$ cat config.mk
export PLATFORM = sky130hd
export DESIGN_NAME = base32_to_20byte_decoder_unit
export DESIGN_NICKNAME = d
export VERILOG_FILES = /design/src/rtl/b32d_pkg.sv /design/src/rtl/b32d_lookup.sv /design/src/rtl/b32d_packer.sv /design/src/rtl/base32_to_20byte_decoder_unit.sv
export SDC_FILE = /design/constraint.sdc
export NUM_CORES = 1
export LEC_CHECK = 0
export ABC_AREA = 0
export BUFFER_PORTS_ARGS = -buffer_cell sky130_fd_sc_hd__clkbuf_2
export CAP_MARGIN = 30
export CORE_ASPECT_RATIO = 0.7
export CORE_MARGIN = 10
export CORE_UTILIZATION = 35
export CTS_BUF_LIST = sky130_fd_sc_hd__clkbuf_8 sky130_fd_sc_hd__clkbuf_16
export CTS_CLUSTER_SIZE = 16
export DETAILED_ROUTE_END_ITERATION = 8
export PLACE_DENSITY_LB_ADDON = 0.1
export SYNTH_ARGS = -nofsm -noshare
export SYNTH_HDL_FRONTEND = slang
export SYNTH_SLANG_ARGS = --single-unit
export TNS_END_PERCENT = 50
$ cat constraint.sdc
create_clock -name clock -period 3 [get_ports clock]
set_input_delay 0.6 -clock clock [delete_from_list [all_inputs] [get_ports clock]]
set_output_delay 0.6 -clock clock [all_outputs]
set_load 0.005 [all_outputs]
$ cat src/rtl/b32d_pkg.sv
// ----------------------------------------------------------------------------
// b32d_pkg
// Shared types and constants for the base32 digest decoder.
// ----------------------------------------------------------------------------
`default_nettype none

package b32d_pkg;

   localparam int DIGEST_BYTES = 20;
   localparam int POS_W        = 5;

   localparam logic [POS_W-1:0] DIGEST_COUNT = POS_W'(DIGEST_BYTES);
   localparam logic [POS_W-1:0] LAST_POS     = POS_W'(DIGEST_BYTES - 1);

   localparam logic [7:0] CHAR_UPPER_A = 8'h41;
   localparam logic [7:0] CHAR_UPPER_Z = 8'h5A;
   localparam logic [7:0] CHAR_LOWER_A = 8'h61;
   localparam logic [7:0] CHAR_LOWER_Z = 8'h7A;
   localparam logic [7:0] CHAR_DIGIT_2 = 8'h32;
   localparam logic [7:0] CHAR_DIGIT_7 = 8'h37;
   localparam logic [7:0] DIGIT_OFFSET = 8'h1A;

   typedef struct packed {
      logic [7:0] char_code;
      logic       last_char;
   } req_type;

   typedef struct packed {
      logic [7:0]       out_byte;
      logic [POS_W-1:0] out_position;
      logic             final_byte;
   } rsp_type;

   typedef struct packed {
      logic       hit;
      logic [4:0] value;
   } digit_type;

endpackage

`default_nettype wire

$ cat src/rtl/b32d_lookup.sv
// ----------------------------------------------------------------------------
// b32d_lookup
// Maps one character to its base32 digit; flags characters outside the set.
// ----------------------------------------------------------------------------
`default_nettype none

module b32d_lookup (
   input  wire logic [7:0]          char_code,
   output b32d_pkg::digit_type      digit
);
   import b32d_pkg::*;

   always_comb begin
      digit.hit   = 1'b0;
      digit.value = 5'd0;
      if (char_code >= CHAR_UPPER_A && char_code <= CHAR_UPPER_Z) begin
         digit.hit   = 1'b1;
         digit.value = 5'(char_code - CHAR_UPPER_A);
      end else if (char_code >= CHAR_LOWER_A && char_code <= CHAR_LOWER_Z) begin
         digit.hit   = 1'b1;
         digit.value = 5'(char_code - CHAR_LOWER_A);
      end else if (char_code >= CHAR_DIGIT_2 && char_code <= CHAR_DIGIT_7) begin
         digit.hit   = 1'b1;
         digit.value = 5'(char_code - CHAR_DIGIT_2 + DIGIT_OFFSET);
      end
   end

endmodule

`default_nettype wire

$ cat src/rtl/b32d_packer.sv
// ----------------------------------------------------------------------------
// b32d_packer
// Packs digits MSB-first into bytes, runs the end-of-string pad sequence and
// holds the output word register.
// ----------------------------------------------------------------------------
`default_nettype none

module b32d_packer (
   input  wire logic                clock,
   input  wire logic                reset,
   input  wire logic                item_valid,
   input  wire logic                item_last,
   input  b32d_pkg::digit_type      digit,
   output logic                     item_take,
   output logic                     rsp_valid,
   input  wire logic                rsp_stall,
   output b32d_pkg::rsp_type        rsp_data
);
   import b32d_pkg::*;

   logic [2:0]       bit_pos_ff, bit_pos_in;
   logic [7:0]       partial_ff, partial_in;
   logic [POS_W-1:0] done_ff, done_in;
   logic             flush_ff, flush_in;
   logic             out_valid_ff, out_valid_in;
   rsp_type          out_data_ff, out_data_in;

   logic             out_free;
   logic [3:0]       total;
   logic [12:0]      wide;

   always_comb begin
      out_free     = !out_valid_ff || !rsp_stall;
      item_take    = item_valid && out_free && !flush_ff;
      total        = {1'b0, bit_pos_ff} + 4'd5;
      wide         = {digit.value, 8'h00} >> total[2:0];

      bit_pos_in   = bit_pos_ff;
      partial_in   = partial_ff;
      done_in      = done_ff;
      flush_in     = flush_ff;
      out_valid_in = out_free ? 1'b0 : out_valid_ff;
      out_data_in  = out_data_ff;

      if (item_take) begin
         if (digit.hit && done_ff < DIGEST_COUNT) begin
            if (total[3]) begin
               out_valid_in             = 1'b1;
               out_data_in.out_byte     = partial_ff | {3'b000, wide[12:8]};
               out_data_in.out_position = done_ff;
               out_data_in.final_byte   = (done_ff == LAST_POS);
               done_in                  = done_ff + POS_W'(1);
               partial_in               = wide[7:0];
               bit_pos_in               = total[2:0];
               if (done_ff == LAST_POS) begin
                  partial_in = 8'h00;
                  bit_pos_in = 3'd0;
               end
            end else begin
               partial_in = partial_ff | ({3'b000, digit.value} << (3'd3 - bit_pos_ff));
               bit_pos_in = total[2:0];
            end
         end
         if (item_last) begin
            if (done_in < DIGEST_COUNT) begin
               flush_in = 1'b1;
            end else begin
               bit_pos_in = 3'd0;
               partial_in = 8'h00;
               done_in    = '0;
            end
         end
      end else if (flush_ff && out_free) begin
         out_valid_in             = 1'b1;
         out_data_in.out_byte     = partial_ff;
         out_data_in.out_position = done_ff;
         out_data_in.final_byte   = (done_ff == LAST_POS);
         partial_in               = 8'h00;
         done_in                  = done_ff + POS_W'(1);
         if (done_ff == LAST_POS) begin
            flush_in   = 1'b0;
            done_in    = '0;
            bit_pos_in = 3'd0;
         end
      end
   end

   always_ff @(posedge clock) begin
      if (reset) begin
         bit_pos_ff   <= 3'd0;
         partial_ff   <= 8'h00;
         done_ff      <= '0;
         flush_ff     <= 1'b0;
         out_valid_ff <= 1'b0;
      end else begin
         bit_pos_ff   <= bit_pos_in;
         partial_ff   <= partial_in;
         done_ff      <= done_in;
         flush_ff     <= flush_in;
         out_valid_ff <= out_valid_in;
      end
      out_data_ff <= out_data_in;
   end

   assign rsp_valid = out_valid_ff;
   assign rsp_data  = out_data_ff;

endmodule

`default_nettype wire

$ cat src/rtl/base32_to_20byte_decoder_unit.sv
// ----------------------------------------------------------------------------
// base32_to_20byte_decoder_unit
// Base32 digest decoder: one character per word in, digest bytes out.
// A byte completed by a character passes the input register, then the output
// register. Throughput while rsp_stall is low: 1 character per cycle; a last
// character pads one byte per cycle to digest length, input stalled meanwhile.
// Reset: synchronous, clears the packer state, pad sequence and both stages.
// ----------------------------------------------------------------------------
`default_nettype none

module base32_to_20byte_decoder_unit (
   input  wire logic                clock,
   input  wire logic                reset,
   input  wire logic                req_valid,
   output logic                     req_stall,
   input  b32d_pkg::req_type        req_data,
   output logic                     rsp_valid,
   input  wire logic                rsp_stall,
   output b32d_pkg::rsp_type        rsp_data
);
   import b32d_pkg::*;

   logic      in_valid_ff, in_valid_in;
   req_type   in_data_ff, in_data_in;
   logic      item_take;
   digit_type digit;

   always_comb begin
      in_valid_in = in_valid_ff && !item_take;
      in_data_in  = in_data_ff;
      if (!req_stall && req_valid) begin
         in_valid_in = 1'b1;
         in_data_in  = req_data;
      end
   end

   assign req_stall = in_valid_ff && !item_take;

   always_ff @(posedge clock) begin
      if (reset) begin
         in_valid_ff <= 1'b0;
      end else begin
         in_valid_ff <= in_valid_in;
      end
      in_data_ff <= in_data_in;
   end

   b32d_lookup u_lookup (
      .char_code (in_data_ff.char_code),
      .digit     (digit)
   );

   b32d_packer u_packer (
      .clock      (clock),
      .reset      (reset),
      .item_valid (in_valid_ff),
      .item_last  (in_data_ff.last_char),
      .digit      (digit),
      .item_take  (item_take),
      .rsp_valid  (rsp_valid),
      .rsp_stall  (rsp_stall),
      .rsp_data   (rsp_data)
   );

endmodule

`default_nettype wire

==> results of run 1 <==
[state kept, by name, indices dropped and copies added (netlist names), named ones only]
| name | flops |
|---|---|
| u_packer.done_ff | 5 |
| u_packer.flush_ff | 1 |
| u_packer.partial_ff | 8 |
| in_data_ff | 9 |
| in_valid_ff | 1 |
| u_packer.bit_pos_ff | 3 |
| u_packer.rsp_data | 14 |
[power by group through the flow]
stage	registers, mW	clock network, mW	logic, mW
after detailed placement	0.668	0	0.204
after floorplan	0.660	0	0.139
after CTS	0.655	0.451	0.205
after global placement	0.669	0	0.207
final	0.656	0.430	0.210
after global routing	0.660	0.469	0.232
[worst reg2reg max path, delay by kind of cell, from the launching register on]
family / cells / cell delay, ns
compound gates: 3 / 0.75
fa+ha+maj: 1 / 0.19
buf+inv: 1 / 0.13
flops: 1 / 0.51
mux: 1 / 0.31
simple gates: 3 / 0.77
[cell type report]
class,instances,share of cell area
inverters,13,0.01627
repair buffers,41,0.07927
multi-input cells,215,0.4710
flip-flops and latches,42,0.3571
clock inverters,3,0.01252
clock buffers,5,0.02295
well taps,98,0.04088
[kinds of logic after synthesis]
| group | Yosys count | synth area share |
|---|---|---|
| muxes | 7 | 0.02720 |
| xor gates and xnor gates | 5 | 0.01700 |
| and+or+nand+nor | 87 | 0.1714 |
| DFF | 42 | 0.4157 |
| AOI/OAI and AO/OA | 110 | 0.2977 |
| adders and majority gates | 6 | 0.02914 |
| buffers and inverters | 26 | 0.04176 |
[metrics by stage]
stage	total power [mW]	cells
detailed placement	0.8717	409
CTS	1.310	417
global route	1.362	417
finish	1.296	417
global placement	0.8760	409
floorplan	0.7984	283
[worst min-delay path by stage]
stage,start,endpoint,slack (ns)
2_1_floorplan,u_packer.partial_ff[7]$_SDFFE_PP0P_,u_packer.rsp_data[13]$_DFFE_PP_,0.40
3_3_place_gp,u_packer.partial_ff[0]$_SDFFE_PP0P_,u_packer.partial_ff[0]$_SDFFE_PP0P_,0.43
3_5_place_dp,u_packer.partial_ff[0]$_SDFFE_PP0P_,u_packer.partial_ff[0]$_SDFFE_PP0P_,0.44
4_1_cts,u_packer.partial_ff[5]$_SDFFE_PP0P_,u_packer.rsp_data[11]$_DFFE_PP_,0.45
5_1_grt,u_packer.partial_ff[5]$_SDFFE_PP0P_,u_packer.rsp_data[11]$_DFFE_PP_,0.47
6_report,u_packer.partial_ff[5]$_SDFFE_PP0P_,u_packer.rsp_data[11]$_DFFE_PP_,0.45
[Yosys cell counts (6+ instances only)]
| cell type | count | share of area |
|---|---|---|
| sky130_fd_sc_hd__o21ai_0 | 22 | 0.043 |
| sky130_fd_sc_hd__nand2_1 | 28 | 0.041 |
| sky130_fd_sc_hd__a211oi_1 | 7 | 0.020 |
| sky130_fd_sc_hd__nor2_1 | 21 | 0.031 |
| sky130_fd_sc_hd__inv_1 | 12 | 0.017 |
| sky130_fd_sc_hd__a21o_1 | 6 | 0.017 |
| sky130_fd_sc_hd__clkbuf_1 | 9 | 0.013 |
| sky130_fd_sc_hd__dfxtp_1 | 19 | 0.15 |
| sky130_fd_sc_hd__a21oi_1 | 24 | 0.047 |
| sky130_fd_sc_hd__ha_1 | 6 | 0.029 |
| sky130_fd_sc_hd__nand3_1 | 11 | 0.021 |
| sky130_fd_sc_hd__mux2i_1 | 7 | 0.027 |
| sky130_fd_sc_hd__edfxtp_1 | 23 | 0.27 |
[layer usage]
metal / wire, um / up-vias / track usage
met1: 3549 / 1127 / 0.1995
li1: - / 1161 / -
met2: 2891 / 89 / 0.1704
met4: 57 / 0 / 0.01859
met5: 0 / - / 0
met3: 579 / 6 / 0.03123
[layout by cell type, fill, tap and decap left out, types with 3 or more instances in the layout]
| cell | n |
|---|---|
| sky130_fd_sc_hd__a32o_1 | 3 |
| sky130_fd_sc_hd__a21oi_1 | 24 |
| sky130_fd_sc_hd__o31ai_1 | 3 |
| sky130_fd_sc_hd__buf_4 | 13 |
| sky130_fd_sc_hd__o211ai_1 | 3 |
| sky130_fd_sc_hd__a21o_1 | 6 |
| sky130_fd_sc_hd__inv_1 | 14 |
| sky130_fd_sc_hd__nor3_1 | 4 |
| sky130_fd_sc_hd__clkbuf_8 | 5 |
| sky130_fd_sc_hd__nor2b_1 | 4 |
| sky130_fd_sc_hd__edfxtp_1 | 23 |
| sky130_fd_sc_hd__a22o_1 | 3 |
| sky130_fd_sc_hd__ha_1 | 6 |
| sky130_fd_sc_hd__nand3_1 | 11 |
| sky130_fd_sc_hd__a22oi_1 | 4 |
| sky130_fd_sc_hd__xnor2_1 | 3 |
| sky130_fd_sc_hd__dfxtp_1 | 19 |
| sky130_fd_sc_hd__clkbuf_2 | 28 |
| sky130_fd_sc_hd__nor2_1 | 21 |
| sky130_fd_sc_hd__mux2i_1 | 6 |
| sky130_fd_sc_hd__o21ai_0 | 20 |
| sky130_fd_sc_hd__nand2_1 | 28 |
| sky130_fd_sc_hd__a31oi_1 | 3 |
| sky130_fd_sc_hd__a211oi_1 | 7 |
==> flow_metrics.tcl, run 1 <==
set metrics [dict create \
    globalRouteOverflowTotal 0 \
    ant_nets 0 \
    die-area_sq_mm 0.01125 \
    worstHoldPathType "register to register" \
    drt-pass1-iter-count 5 \
    power_density_mw_per_mm2 432.0 \
    worst_path_most_repeated_cell "sky130_fd_sc_hd__nor2_1" \
    drive_gt1_frac 0.1850 \
    antenna-diode-count 0 \
    critical_path_buf_inv_count 1 \
    setup_viol_count_final 0 \
    clk_transition_reported_paths_ns 0.08 \
    crit_path_end "u_packer.partial_ff[4]$_SDFFE_PP0P_" \
    synthesis.nets 302 \
    grt_util_all_layers 0.1273 \
    crit-reg2reg-capture "u_packer.partial_ff[4]$_SDFFE_PP0P_" \
    number_of_global_route_vias_before_repair 2124 \
    number_of_antenna_violations_at_the_first_check_in_global_routing 0 \
    ys_dominant_reg_cell "sky130_fd_sc_hd__edfxtp_1" \
    worst_path_max_delay_cell "sky130_fd_sc_hd__edfxtp_1" \
    cts-hold-fix-buffers 0 \
    setup_ws_ns 0.2139 \
    swShare 0.2650 \
    clock-sinks 42 \
    finalCritPeriodShare 0.9287 \
    max_fo_critical_path 7 \
    synth.avg_cell_area_sq_um 9.103 \
    clock_tree.htree_level_count 2 \
    whs_path_depth 0 \
    worst_skew_pair.late_latency_ns 0.29 \
    crit_path_start "in_data_ff[1]$_DFFE_PP_" \
    timing.fmax_mhz 358.9 \
    layout_min_cycle_time_ns 2.786 \
    unrepaired_setup_endpoints_after_global_routing "false" \
    timing.final.max_slew_violations 0 \
    worstRegToRegCells 9 \
    timing.critical_path.cells "inv_1 > ha_1 > or3b_1 > nor2_1 > o31ai_1 > mux2i_2 > nor2_1 > a2111oi_0 > a211oi_1" \
    routabilityCongestion 0.8676 \
    drt_wl_total_um 7078 \
    detail_route.drc_violations 0 \
    worstReg2RegStart "in_data_ff[1]$_DFFE_PP_" \
    timing.critical_path.max_delay_family "simple AND/OR/NAND/NOR gates" \
    synth.yosys.warnings 0 \
    dr_total_vias 2383 \
    final.setup.tns_ns 0 \
    dr.first_iter.drc_count 276 \
    synthesized_instance_count 283 \
    regArea_sq_mm 0.001071 \
    p_comb_frac 0.162 \
    critical_path.startpoint_type "register" \
    synth_seq_cells 42 \
    final_util 0.4153 \
    grt_pass1_wl_um 11680 \
    die-width_um 122.5 \
    cts-root-to-sink-buffers 2 \
    synth_sequential_area_ratio 0.4157 \
    cts_resized 0 \
    number_of_clock_buffers_inserted_by_tritoncts 5 \
    maxcap_viol_count 0 \
    final-hold-violation-count 0 \
    cp.arrival_ns 2.94 \
    dp.final_hpwl_um 5486 \
    hold_slack_ns 0.4506 \
    synth-async-reset-ratio 0 \
    final_area_sq_mm 0.002999 \
    max_slew_margin 0.4939 \
    placedInstanceArea_sq_mm 0.002878 \
    synth.distinct_cells 63 \
    fp.coreArea_sq_mm 0.007222 \
    finish.net_count 337 \
    clkPwrFrac 0.332 \
    critical_path_class "register to register" \
    vdd_drop_max_mv 0.2398 \
    regToRegSetupSlack_ns 0.21 \
    internal-power_mw 0.9523 \
    root_cell_of_the_clock_tree "sky130_fd_sc_hd__clkbuf_8" \
    fin_worst_skew_ns 0.008665 \
    p_leak_nw 1.143 \
    cp.required_ns 3.16 \
    post-place-ws_ns 0.1647 \
    num_io_pins 29 \
    rows 26 \
    slew_at_the_pin_with_the_worst_max_slew_slack_ns 0.7576 \
    multiInputGateArea_sq_mm 0.001413 \
    tritoncts "done" \
    cpPeakStageDelay_ns 0.51 \
    fp.dieH_um 91.78 \
    post-cts-setup-buffer-count 0 \
    net_switching_power_of_the_design_mw 0.3433 \
    synth_edf_count 23 \
    run_status "complete, no violations" \
    num-fill-cells 736 \
    flow.area_growth_from_synthesis_pct 16.42 \
    worstSetupPathDepth 9 \
    post_drt_via_cell_ratio 5.715 \
    synthesis.area_sq_mm 0.002576 \
    share_seq_of_total_power 0.506 \
    floorplan.initialDensity 0.3567 \
    port_buffers 28 \
    cp-end-kind "register" \
    pin_count_of_the_biggest_net_entering_global_routing 19 \
    detail_route.wl_per_cell_um 16.97 \
]
Power figures use the tool's default switching activity.
==> run 2, diff against run 1 <==
- CELL_PAD_IN_SITES_DETAIL_PLACEMENT: not set -> 0
- CELL_PAD_IN_SITES_GLOBAL_PLACEMENT: not set -> 2
- GPL_TIMING_DRIVEN: not set -> 0
==> flow_metrics.tcl, run 2 (same netlist as run 1, synthesis figures left out) <==
set metrics [dict create \
    flow.area_growth_from_synthesis_pct 16.37 \
    num_io_pins 29 \
    drt-pass1-iter-count 4 \
    ant_nets 0 \
    p_leak_nw 1.126 \
    cp.required_ns 3.20 \
    rows 26 \
    run_status "complete, no violations" \
    clk_transition_reported_paths_ns 0.09 \
    finish.net_count 344 \
    hold_slack_ns 0.4377 \
    fp.dieH_um 91.78 \
    routabilityCongestion 0.8722 \
    dp.final_hpwl_um 5822 \
    design_power_total_mw 1.244 \
    unrepaired_setup_endpoints_after_global_routing "false" \
    largest_reg_flops 14 \
    root_cell_of_the_clock_tree "sky130_fd_sc_hd__clkbuf_8" \
    cts-root-to-sink-buffers 2 \
    vdd_drop_max_mv 0.1417 \
    critical_path_class "register to register" \
    tritoncts "done" \
    cts-hold-fix-buffers 0 \
    die-area_sq_mm 0.01125 \
    timing.fmax_mhz 346.8 \
    port_buffers 27 \
    timing.final.max_slew_violations 0 \
    power_density_mw_per_mm2 415.0 \
    grt_pass1_wl_um 12470 \
    critical_path.startpoint_type "register" \
    final-hold-violation-count 0 \
    worstHoldPathType "register to register" \
    number_of_antenna_violations_at_the_first_check_in_global_routing 0 \
    clock-sinks 42 \
    num-fill-cells 746 \
    dr.first_iter.drc_count 187 \
    place.detailed.instances 409 \
    setup_viol_count_final 0 \
    fin_worst_skew_ns 0.01300 \
    clock_tree.htree_level_count 2 \
    detail_route.wl_per_cell_um 18.03 \
    drive_gt1_frac 0.1779 \
    number_of_global_route_vias_before_repair 2297 \
    antenna-diode-count 0 \
    detail_route.drc_violations 0 \
    grt_util_all_layers 0.1387 \
    post_layout_nonfiller_instances 424 \
    multiInputGateArea_sq_mm 0.001415 \
    fp.coreArea_sq_mm 0.007222 \
    globalRouteOverflowTotal 0 \
    max_slew_margin 0.4106 \
    cp-end-kind "register" \
    cp.arrival_ns 3.08 \
    regArea_sq_mm 0.001071 \
    dr_total_vias 2428 \
    maxcap_viol_count 0 \
    post_drt_via_cell_ratio 5.726 \
    max_fo_critical_path 6 \
    die-width_um 122.5 \
    drt_wl_total_um 7646 \
    slew_at_the_pin_with_the_worst_max_slew_slack_ns 0.8823 \
    worst_skew_pair.late_latency_ns 0.30 \
    layout_min_cycle_time_ns 2.883 \
    layout.cells.most_common_list "sky130_fd_sc_hd__clkbuf_2 (28), sky130_fd_sc_hd__nand2_1 (28), sky130_fd_sc_hd__a21oi_1 (23), sky130_fd_sc_hd__edfxtp_1 (23), sky130_fd_sc_hd__nor2_1 (21)" \
    finalCritPeriodShare 0.9611 \
    pin_count_of_the_biggest_net_entering_global_routing 14 \
    number_of_clock_buffers_inserted_by_tritoncts 5 \
    floorplan.initialDensity 0.3567 \
]
run 2: cell types whose count changed in the layout (fill, tap and decap cells not counted), sizes merged:
cell	previous run	this run
inv	14	13
buf	13	11
bufinv	1	0
clkbuf	33	42
clkinv	1	3
run 2: where the power goes:
group / leakage, nW / total (mW) / internal (mW) / switching, mW
sequential: 0.379 / 0.648 / 0.631 / 0.0171
clock: 0.0493 / 0.374 / 0.161 / 0.213
combinational: 0.698 / 0.222 / 0.0786 / 0.143
run 2: area by class of cell:
type / count / area share
tap: 98 / 0.04090
inverter: 13 / 0.01628
clock inverter: 3 / 0.005843
timing repair buffer: 35 / 0.06511
clock buffer: 5 / 0.02295
buffer: 13 / 0.01962
sequential: 42 / 0.3573
multi-input combinational: 215 / 0.4720
run 2: final timing paths:
path	from	endpoint	slack, ns	depth (start not counted)
worst max-delay path	in_data_ff[4]$_DFFE_PP_	u_packer.partial_ff[7]$_SDFFE_PP0P_	0.12	8
worst min-delay path	u_packer.partial_ff[7]$_SDFFE_PP0P_	u_packer.rsp_data[13]$_DFFE_PP_	0.44	0
worst max register to register	in_data_ff[4]$_DFFE_PP_	u_packer.partial_ff[7]$_SDFFE_PP0P_	0.12	8
worst min register to register	u_packer.partial_ff[7]$_SDFFE_PP0P_	u_packer.rsp_data[13]$_DFFE_PP_	0.44	0
run 2: per-layer routing:
layer	global-route usage	share of wire	routed length, um	up-vias
li1	-	-	-	1176
met1	0.2101	0.50	3838	1178
met2	0.1865	0.42	3188	61
met3	0.03001	0.063	480	13
met4	0.04501	0.018	138	0
met5	0	0	0	-
run 2: metrics by stage:
step	util	area, sq um	setup slack, ns	TNS, ns
2_1_floorplan	-	2576	0.4729	0
3_3_place_gp	0.3924	2834	-0.2847	-4.131
3_5_place_dp	0.3935	2841	-0.05539	-0.05539
4_1_cts	0.4063	2934	0.07023	0
5_1_grt	0.4151	2998	0.003528	0
6_report	0.4151	2998	0.1166	0
run 2: what timing repair did:
item | 4_1_cts | 5_1_grt
pin swaps | 0 | 1
buffers inserted | 0 | 7
setup endpoints to repair | 1 | 20
resized for setup | 2 | 4
run 2: critical path: stages (launching register included):
cell and delay (ns):
sky130_fd_sc_hd__edfxtp_1 0.52, sky130_fd_sc_hd__buf_4 0.19, sky130_fd_sc_hd__nor4b_4 0.37, sky130_fd_sc_hd__and3_1 0.27, sky130_fd_sc_hd__a22oi_1 0.17, sky130_fd_sc_hd__o311ai_1 0.33, sky130_fd_sc_hd__a211oi_1 0.13, sky130_fd_sc_hd__or4b_1 0.53
sky130_fd_sc_hd__a221oi_1 0.26
